## config.mk

```make
export PLATFORM = sky130hd
export DESIGN_NAME = temp_sensor_block_average
export DESIGN_NICKNAME = d
export VERILOG_FILES = /design/src/rtl/tsba_pkg.sv /design/src/rtl/temp_sensor_block_average.sv
export VERILOG_INCLUDE_DIRS = /design/src /design/src/rtl
export SDC_FILE = /design/constraint.sdc
export NUM_CORES = 1
export LEC_CHECK = 0
export CORE_MARGIN = 2
export CORE_UTILIZATION = 56
export CTS_BUF_LIST = sky130_fd_sc_hd__clkbuf_16
export DETAILED_ROUTE_END_ITERATION = 7
export DONT_BUFFER_PORTS = 1
export GPL_ROUTABILITY_DRIVEN = 0
export PLACE_DENSITY_LB_ADDON = 0.05
export SYNTH_ARGS = -nofsm -noshare
export SYNTH_HDL_FRONTEND = slang
export SYNTH_SLANG_ARGS = --single-unit
```

## constraint.sdc

```tcl
create_clock -name clk -period 11.3 [get_ports clk]
set_clock_uncertainty 0.15 [all_clocks]
set_input_delay 1.13 -clock clk [delete_from_list [all_inputs] [get_ports clk]]
set_output_delay 1.13 -clock clk [all_outputs]
set_load 0.01 [all_outputs]
```

## src/rtl/temp_sensor_block_average_assert.svh

```systemverilog
// Assertion macros shared by the temperature block averager RTL.
`ifndef TEMP_SENSOR_BLOCK_AVERAGE_ASSERT_SVH
`define TEMP_SENSOR_BLOCK_AVERAGE_ASSERT_SVH

// Same-cycle implication, checked out of reset.
`define TSBA_ASSERT_NOW(label, ante, cons, msg) \
	label: assert property (@(posedge clk) disable iff (!arst_n) (ante) |-> (cons)) \
		else $error(msg);

// Next-cycle implication, checked out of reset.
`define TSBA_ASSERT_NEXT(label, ante, cons, msg) \
	label: assert property (@(posedge clk) disable iff (!arst_n) (ante) |=> (cons)) \
		else $error(msg);

`endif

```

## src/rtl/tsba_pkg.sv

```systemverilog
// Types and constants of the temperature sensor block averager.
`default_nettype none
package tsba_pkg;

	localparam int SMP_W     = 12;
	localparam int REG_W     = 12;
	localparam int SUM_W     = 16;
	localparam int CNT_W     = 4;
	localparam int BLOCK_LEN = 10;

	// Rounded average is floor((2*sum + n) / (2*n)).
	localparam int AVG_DIVISOR = 2 * BLOCK_LEN;
	localparam int AVG_DVD_W   = SUM_W + 2;
	localparam int AVG_REM_W   = $clog2(AVG_DIVISOR);

	localparam int CEL_W  = 11;
	localparam int FAHR_W = 16;

	localparam int PROD_W  = 2 * REG_W;
	localparam int DIFF_W  = PROD_W + 1;
	localparam int DIFF5_W = DIFF_W + 3;
	localparam int ACC_W   = 38;
	localparam int QUO_W   = CEL_W;
	localparam int STEP_W  = $clog2(AVG_DVD_W);

	// 2*(25 + 1024) + 1: rounding bias, the 25 degree offset and the
	// 1024 shift that keeps the quotient non-negative, all in units of pd.
	localparam logic [REG_W-1:0] CAL_SCALE = REG_W'(2099);

	localparam logic signed [FAHR_W-1:0] FAHR_OFFSET = 16'sd320;

	localparam logic [REG_W-1:0] CAL30_RST  = 12'd940;
	localparam logic [REG_W-1:0] CAL110_RST = 12'd1220;
	localparam logic [REG_W-1:0] V25_RST    = 12'd760;
	localparam logic [REG_W-1:0] REFMV_RST  = 12'd3300;

	typedef enum logic [1:0] {
		REG_CAL30,
		REG_CAL110,
		REG_V25,
		REG_REF
	} reg_idx_t;

	typedef enum logic [3:0] {
		ST_IDLE,
		ST_AVG,
		ST_MUL,
		ST_DIFF,
		ST_CONST,
		ST_SUM,
		ST_CHK,
		ST_DIV,
		ST_FAHR,
		ST_DONE
	} tsba_state_t;

endpackage
`default_nettype wire

```

## src/rtl/temp_sensor_block_average.sv

```systemverilog
// Block averager with exact calibrated temperature conversion.
//
//  channel | direction | handshake           | words
//  in      | input     | in_valid / in_stall  | sample
//  out     | output    | out_valid / out_stall| average_raw, celsius, fahrenheit_tenths, cal_error
//  cfg     | input     | cfg_we               | cfg_index, cfg_data
//
// Samples that do not close a block are accepted back to back while the block is idle.
// The sample that closes a block starts a sequence set by the bit-serial average divide,
// the serial multiply, the constant scale, the restoring temperature divide and five single
// steps (some skipped on saturation or a calibration error); in_stall is high throughout.
// arst_n clears the sum, the count, the sequencer and the output valid.
// A stalled output word is held; the next block is accepted while it waits and
// its result waits in the final step until the output register is free.
`default_nettype none
`include "temp_sensor_block_average_assert.svh"
module temp_sensor_block_average (
	input  wire logic                                   clk,
	input  wire logic                                   arst_n,
	input  wire logic                                   cfg_we,
	input  wire logic [1:0]                             cfg_index,
	input  wire logic [tsba_pkg::REG_W-1:0]             cfg_data,
	input  wire logic                                   in_valid,
	output logic                                        in_stall,
	input  wire logic [tsba_pkg::SMP_W-1:0]             sample,
	output logic                                        out_valid,
	input  wire logic                                   out_stall,
	output logic [tsba_pkg::SMP_W-1:0]                  average_raw,
	output logic signed [tsba_pkg::CEL_W-1:0]           celsius,
	output logic signed [tsba_pkg::FAHR_W-1:0]          fahrenheit_tenths,
	output logic                                        cal_error
);
	import tsba_pkg::*;

	tsba_state_t state_q, state_next;

	logic [REG_W-1:0] cal30_q, cal110_q, v25_q, refmv_q;

	logic [SUM_W-1:0] sum_q, sum_next;
	logic [CNT_W-1:0] count_q;
	logic             block_end;
	logic [STEP_W-1:0] step_q;
	logic             step_last;

	logic [AVG_DVD_W-1:0] avg_dvd_q, avg_quo_q;
	logic [AVG_REM_W-1:0] avg_rem_q;
	logic [AVG_REM_W:0]   avg_rem_sh;
	logic                 avg_ge;
	logic [SMP_W-1:0]     avg_sat;

	logic              cal_neg, cal_eq;
	logic [REG_W-1:0]  cal_mag, ref_eff;
	logic              err_q;

	logic [REG_W-1:0]  ref_sh_q, scale_sh_q;
	logic [PROD_W-1:0] pa_q, pd_q;

	logic signed [DIFF_W-1:0]  v25_scaled, pa_signed, diff_q;
	logic signed [DIFF5_W-1:0] diff_ext, diff5_q;
	logic signed [ACC_W-1:0]   acc_q, diff5_ext;
	logic [ACC_W-1:0]          pd_ext, sat_limit;

	logic [ACC_W-1:0] rem_q, dsor_q;
	logic             div_ge;
	logic [QUO_W-1:0] qt_q;

	logic signed [CEL_W-1:0]  cel;
	logic signed [FAHR_W-1:0] cel_ext, f_q;

	logic                     out_valid_q, out_load, in_take;
	logic [SMP_W-1:0]         average_q;
	logic signed [CEL_W-1:0]  celsius_q;
	logic signed [FAHR_W-1:0] fahr_q;
	logic                     cal_error_q;

	// Configuration registers
	always_ff @(posedge clk or negedge arst_n) begin
		if (!arst_n) begin
			cal30_q  <= CAL30_RST;
			cal110_q <= CAL110_RST;
			v25_q    <= V25_RST;
			refmv_q  <= REFMV_RST;
		end else if (cfg_we) begin
			case (cfg_index)
				REG_CAL30:  cal30_q  <= cfg_data;
				REG_CAL110: cal110_q <= cfg_data;
				REG_V25:    v25_q    <= cfg_data;
				REG_REF:    refmv_q  <= cfg_data;
				default: ;
			endcase
		end
	end

	// Datapath combinational terms
	always_comb begin
		sum_next  = sum_q + SUM_W'(sample);
		block_end = (count_q == CNT_W'(BLOCK_LEN - 1));
		step_last = (step_q == '0);

		avg_rem_sh = {avg_rem_q, avg_dvd_q[AVG_DVD_W-1]};
		avg_ge     = (avg_rem_sh >= (AVG_REM_W + 1)'(AVG_DIVISOR));
		avg_sat    = (|avg_quo_q[AVG_DVD_W-1:SMP_W]) ? '1 : avg_quo_q[SMP_W-1:0];

		cal_neg = (cal30_q < cal110_q);
		cal_eq  = (cal30_q == cal110_q);
		cal_mag = cal_neg ? (cal110_q - cal30_q) : (cal30_q - cal110_q);
		ref_eff = (refmv_q == '0) ? REG_W'(1) : refmv_q;

		v25_scaled = signed'({1'b0, v25_q, {SMP_W{1'b0}}});
		pa_signed  = signed'({1'b0, pa_q});
		diff_ext   = DIFF5_W'(diff_q);
		diff5_ext  = ACC_W'(diff5_q);
		pd_ext     = ACC_W'(pd_q);
		sat_limit  = ACC_W'({pd_q, {(QUO_W + 1){1'b0}}});

		div_ge  = (rem_q >= dsor_q);
		cel     = signed'({~qt_q[QUO_W-1], qt_q[QUO_W-2:0]});
		cel_ext = FAHR_W'(cel);
	end

	// Next state
	always_comb begin
		state_next = state_q;
		case (state_q)
			ST_IDLE:  if (in_take && block_end) state_next = ST_AVG;
			ST_AVG:   if (step_last) state_next = cal_eq ? ST_DONE : ST_MUL;
			ST_MUL:   if (step_last) state_next = ST_DIFF;
			ST_DIFF:  state_next = ST_CONST;
			ST_CONST: if (step_last) state_next = ST_SUM;
			ST_SUM:   state_next = ST_CHK;
			ST_CHK: begin
				if (acc_q[ACC_W-1] || ($unsigned(acc_q) >= sat_limit))
					state_next = ST_FAHR;
				else
					state_next = ST_DIV;
			end
			ST_DIV:   if (step_last) state_next = ST_FAHR;
			ST_FAHR:  state_next = ST_DONE;
			ST_DONE:  if (out_load) state_next = ST_IDLE;
			default:  state_next = ST_IDLE;
		endcase
	end

	// Handshake outputs
	always_comb begin
		in_stall = (state_q != ST_IDLE);
		in_take  = in_valid && (state_q == ST_IDLE);
		out_load = (state_q == ST_DONE) && (!out_valid_q || !out_stall);
	end

	// Control registers
	always_ff @(posedge clk or negedge arst_n) begin
		if (!arst_n) begin
			state_q     <= ST_IDLE;
			sum_q       <= '0;
			count_q     <= '0;
			out_valid_q <= 1'b0;
		end else begin
			state_q <= state_next;
			if (in_take) begin
				if (block_end) begin
					sum_q   <= '0;
					count_q <= '0;
				end else begin
					sum_q   <= sum_next;
					count_q <= count_q + CNT_W'(1);
				end
			end
			if (out_load)
				out_valid_q <= 1'b1;
			else if (!out_stall)
				out_valid_q <= 1'b0;
		end
	end

	// Serial datapath
	always_ff @(posedge clk) begin
		case (state_q)
			ST_IDLE: begin
				avg_dvd_q <= {1'b0, sum_next, 1'b0} + AVG_DVD_W'(BLOCK_LEN);
				avg_rem_q <= '0;
				step_q    <= STEP_W'(AVG_DVD_W - 1);
			end
			ST_AVG: begin
				// Shift one dividend bit into the remainder per cycle
				avg_dvd_q <= {avg_dvd_q[AVG_DVD_W-2:0], 1'b0};
				avg_rem_q <= avg_ge ? AVG_REM_W'(avg_rem_sh - (AVG_REM_W + 1)'(AVG_DIVISOR))
				                    : AVG_REM_W'(avg_rem_sh);
				avg_quo_q <= {avg_quo_q[AVG_DVD_W-2:0], avg_ge};
				err_q     <= cal_eq;
				ref_sh_q  <= ref_eff;
				pa_q      <= '0;
				pd_q      <= '0;
				if (step_last)
					step_q <= STEP_W'(REG_W - 1);
				else
					step_q <= step_q - STEP_W'(1);
			end
			ST_MUL: begin
				// Both products share the reference multiplier bits, MSB first
				pa_q     <= {pa_q[PROD_W-2:0], 1'b0} +
				            (ref_sh_q[REG_W-1] ? PROD_W'(avg_sat) : '0);
				pd_q     <= {pd_q[PROD_W-2:0], 1'b0} +
				            (ref_sh_q[REG_W-1] ? PROD_W'(cal_mag) : '0);
				ref_sh_q <= {ref_sh_q[REG_W-2:0], 1'b0};
				step_q   <= step_q - STEP_W'(1);
			end
			ST_DIFF: begin
				// Fold the denominator sign into the numerator
				diff_q     <= cal_neg ? (pa_signed - v25_scaled) : (v25_scaled - pa_signed);
				acc_q      <= '0;
				scale_sh_q <= CAL_SCALE;
				step_q     <= STEP_W'(REG_W - 1);
			end
			ST_CONST: begin
				acc_q      <= signed'(($unsigned(acc_q) << 1) +
				              (scale_sh_q[REG_W-1] ? pd_ext : '0));
				scale_sh_q <= {scale_sh_q[REG_W-2:0], 1'b0};
				diff5_q    <= (diff_ext <<< 2) + diff_ext;
				step_q     <= step_q - STEP_W'(1);
			end
			ST_SUM: begin
				// Add 160 * diff, twice the scaled numerator
				acc_q <= acc_q + (diff5_ext <<< 5);
			end
			ST_CHK: begin
				rem_q  <= $unsigned(acc_q);
				dsor_q <= ACC_W'({pd_q, {QUO_W{1'b0}}});
				step_q <= STEP_W'(QUO_W - 1);
				if (acc_q[ACC_W-1])
					qt_q <= '0;
				else
					qt_q <= '1;
			end
			ST_DIV: begin
				rem_q  <= div_ge ? (rem_q - dsor_q) : rem_q;
				dsor_q <= dsor_q >> 1;
				qt_q   <= {qt_q[QUO_W-2:0], div_ge};
				step_q <= step_q - STEP_W'(1);
			end
			ST_FAHR: begin
				f_q <= (cel_ext <<< 4) + (cel_ext <<< 1);
			end
			ST_DONE: begin
				if (out_load) begin
					average_q   <= avg_sat;
					cal_error_q <= err_q;
					celsius_q   <= err_q ? '0 : cel;
					fahr_q      <= err_q ? '0 : (f_q + FAHR_OFFSET);
				end
			end
			default: ;
		endcase
	end

	assign out_valid         = out_valid_q;
	assign average_raw       = average_q;
	assign celsius           = celsius_q;
	assign fahrenheit_tenths = fahr_q;
	assign cal_error         = cal_error_q;

	`TSBA_ASSERT_NEXT(a_block_starts, (in_take && block_end), (state_q == ST_AVG && count_q == '0), "block end did not start the conversion")
	`TSBA_ASSERT_NEXT(a_result_posted, out_load, out_valid_q, "finished result not posted")
	`TSBA_ASSERT_NOW(a_err_zero, (out_valid_q && cal_error_q), (celsius_q == '0 && fahr_q == '0), "calibration error with nonzero temperature")
	`TSBA_ASSERT_NOW(a_fahr_match, (out_valid_q && !cal_error_q), (fahr_q == celsius_q * 16'sd18 + FAHR_OFFSET), "fahrenheit does not follow celsius")

endmodule
`default_nettype wire

```

==> key figures <==
Synthesis
  – EDFF count, synth: 347
  – Register area share after synthesis: 44.25%
  – Synth async-reset ratio: 17.38%
  – Synth Cell Area: 0.02774 mm2
  – Simple-Gate Fraction of Synth Area: 16.10%
  – Synth Warn #: 0
  – Most frequently used flop master after synthesis: edfxtp_1
  – Mux share of post-synthesis cell area: 2.432%
  – Synth Area in Compound Gates: 15.91%
  – Cell variety after synth: 84
  – Area share of the largest cell type after synthesis: 37.57%
  – Mapped Nets: 3,078
  – Largest family of logic cells by synthesized area: simple AND/OR/NAND/NOR gates
  – Synthesis-stage register bit count: 420
  – Synth Area in Adders: 11.43%
  – Dominant cell type by area after synthesis: edfxtp_1
  – XOR/XNOR Fraction of Synth Area: 6.189%
  – Syn Area/Cell: 9.902 um2
  – Post-Syn Instances: 2,801
  – Synth top area cells: edfxtp_1, ha_1, dfrtp_1

STA
  – Final period util: 57.37%
  – Final setup TNS: 0 ns
  – Slew Limit Fails: 0
  – Maximum operating frequency: 154.3 MHz
  – Fin crit period: 6.483 ns
  – RSZ-0062 raised after global routing: no
  – Least-Margin Pin Slew: 0.9923 ns
  – Setup violators final: 0
  – Final Hold Viols: 0
  – Relative slew slack: 33.85%
  – Final worst-path setup slack: 4.817 ns

Finish
  – Fin nets: 3,062
  – Reg area: 0.01227 mm2
  – ANT cells: 0
  – Final Core Density: 61.11%
  – Fraction of layout cells with a size suffix above 1: 6.520%
  – Fillers: 4,102
  – Multi-input gate area: 0.01449 mm2
  – Synthesis-to-layout area growth: 7.863%

Worst setup path
  – WP data arrival: 6.65 ns
  – CP top delay family: compound AO/OA/AOI/OAI gates
  – Most used cell along the critical path: ha_1
  – Worst-path fanout max: 26
  – CP max-delay cell: o41ai_1
  – Crit path cell chain: inv_1 -> ha_1 -> a21o_1 -> a221o_1 -> o21ai_2 -> nand2_1 -> o21ai_1 -> nor4_1 -> o41ai_2 -> a2bb2oi_1 -> mux2i_1 -> ha_1 -> and2_1 -> a31oi_1 -> o31ai_1 -> o41ai_1 -> nor2b_1 -> nand3_1 -> xnor2_1 -> nor2_1
  – Worst setup SP type: flip-flop
  – Worst Path Buf+Inv: 1
  – CP Capture Type: flip-flop
  – CP required: 11.46 ns
  – Kind of critical path: reg2reg
  – Max incr delay on CP: 0.71 ns

Global route
  – Met3 GRT Util: 3.304%
  – Global-route wire length before repair: 105,600 um
  – Vias in the first global route: 20,599
  – Global route hottest layer: met2
  – Initial antenna violation count: 0
  – Met2 GRT Util: 43.72%
  – Met1 Use GR: 34.30%
  – GRT overflow: 0
  – Global Route Usage Sum: 25.70%
  – Largest net degree at the start of global routing: 83

Clock network
  – Post-CTS setup buffer count: 0
  – Sink Count: 420
  – CTS tree: done
  – H-Tree Depth: 2
  – Root Driver: clkbuf_16
  – Total CTS buffers: 46
  – Cts hold-fix bufs: 0
  – Clock Path Buffers: 3
  – CTS resizes: 0
  – Clk slew on worst S/H paths: 0.06 ns
  – Clk Latency, worst-skew pair: 0.59 ns

Power and ir drop
  – Register share of total power: 32.6%
  – Comb pwr share: 50.9%
  – Max IR drop VDD: 0.1871 mV
  – Leak pwr: 12.11 nW
  – Power per cell area: 306.3 mW/mm2
  – P_sw: 0.003895 W
  – Clock power frac: 16.5%
  – Pint: 0.005269 W
  – Sw Share: 42.50%

Die
  – FP Rows: 81
  – I/O Pins: 73
  – Chip height: 226.5 um
  – Core ar.: 0.04895 mm2
  – Die area: 0.05132 mm2
  – Die X-Extent: 226.5 um
  – Initial Util: 56.66%

Drt
  – WL per Instance: 18.68 um
  – Post-route ant nets: 0
  – Vias per Instance: 5.924
  – Post-Route WL: 65,120 um
  – Via count of the routed design: 20,651
  – # DRC: 0
  – TritonRoute pass-1 iters: 5
  – Initial DRC Count: 1,408

Placement
  – Setup slack at placement: 4.962 ns
  – DP HPWL: 48,490 um
  – IO buf count: 0

Worst hold path
  – Hold Crit Class: in2async

Run status
  – Status: finished, final reports clean

Job
  – Max-Cap Viols: 0
-- stage by stage --
stage                     power [W]  hold WS [ns]  instances  cell area (um2)
after floorplan            0.006366        0.2683       2801            27740
after CTS                  0.009155       0.06405       3486            29920
final                      0.009164       0.09302       3486            29920
after global placement     0.007465        0.2752       3401            28410
after global routing       0.009875       0.06893       3486            29920
after detailed placement   0.007609        0.2857       3401            28410
-- state kept, by name, summed over array words and instances (netlist names), 15 cells and up --
| register | cells |
|---|---|
| acc_q | 38 |
| avg_dvd_q | 17 |
| avg_quo_q | 18 |
| diff5_q | 28 |
| diff_q | 25 |
| dsor_q | 35 |
| f_q | 15 |
| fahrenheit_tenths | 15 |
| pa_q | 24 |
| pd_q | 24 |
| rem_q | 38 |
| sum_q | 16 |
-- layer usage --
metal	wire, um	vias to the layer above
met3	2828	111
met4	1746	0
li1	-	10165
met1	29550	9896
met5	0	-
met2	31000	479
-- worst paths after layout --
kind | start | endpoint | slack, ns | depth (start not counted)
max in group asynchronous | arst_n | refmv_q[7] | 10.66 | 0
min in group clk | avg_quo_q[0] | avg_quo_q[1] | 0.29 | 0
min | arst_n | state_q[3] | 0.09 | 0
min reg2reg | avg_quo_q[0] | avg_quo_q[1] | 0.29 | 0
max | cal30_q[9] | pd_q[20] | 4.82 | 20
max reg2reg | cal30_q[9] | pd_q[20] | 4.82 | 20
-- synthesized netlist by cell type, types with 13 or more instances --
cell / count
or2_2: 17
nand4_1: 22
ha_1: 235
and2_1: 50
o21bai_1: 13
a211oi_1: 19
clkbuf_1: 64
o31ai_1: 17
edfxtp_1: 347
nand2b_1: 37
o22ai_1: 27
a21oi_1: 164
or3_1: 21
nand2_1: 276
nor4_1: 20
a21o_1: 85
a31oi_1: 23
o21a_1: 25
nor2_1: 199
nand3_1: 63
mux2_2: 42
nor3_1: 58
dfstp_2: 22
xor2_1: 67
o211ai_1: 22
dfrtp_1: 51
and3_1: 41
o21ai_0: 197
a21boi_0: 13
nor2b_1: 55
mux2i_1: 19
xnor2_1: 129
inv_1: 186
-- layout by cell type, fill, tap and decap left out, drive strengths merged, types with 50 or more instances in the layout --
cell and n:
nor2b 55, xnor2 129, a21oi 166, a21o 85, o21ai 202, edfxtp 347, nand3 63, nor3 58
and2 50, nand2 276, dfrtp 51, xor2 67, ha 235, inv 201, nor2 200
-- cell type report --
class	instances	area share [%]
clock buffers	48	4.015
clock inverters	37	1.020
well taps	664	2.777
repair buffers	15	0.3764
multi-input cells	2115	48.44
flip-flops and latches	420	41.03
inverters	187	2.346
-- logic make-up (layout without fill, tap and decap cells) --
| kind of cell | count (synthesis) | in the layout |
|---|---|---|
| and+or+nand+nor | 911 | 911 |
| AOI/OAI and AO/OA | 698 | 698 |
| DFF | 420 | 420 |
| buffers and inverters | 266 | 287 |
| adders and majority gates | 247 | 247 |
| xor gates and xnor gates | 196 | 196 |
| muxes | 62 | 62 |
| other | 1 | 1 |
-- power groups by stage --
| stage | sequential [W] | clock (W) | combinational [W] |
|---|---|---|---|
| finish | 0.00299 | 0.00151 | 0.00467 |
| global route | 0.00304 | 0.00159 | 0.00524 |
| CTS | 0.00298 | 0.00154 | 0.00464 |
| detailed placement | 0.00301 | 0 | 0.00460 |
| global placement | 0.00299 | 0 | 0.00447 |
| floorplan | 0.00275 | 0 | 0.00362 |
Note: power is estimated with default switching activity, not from simulation.
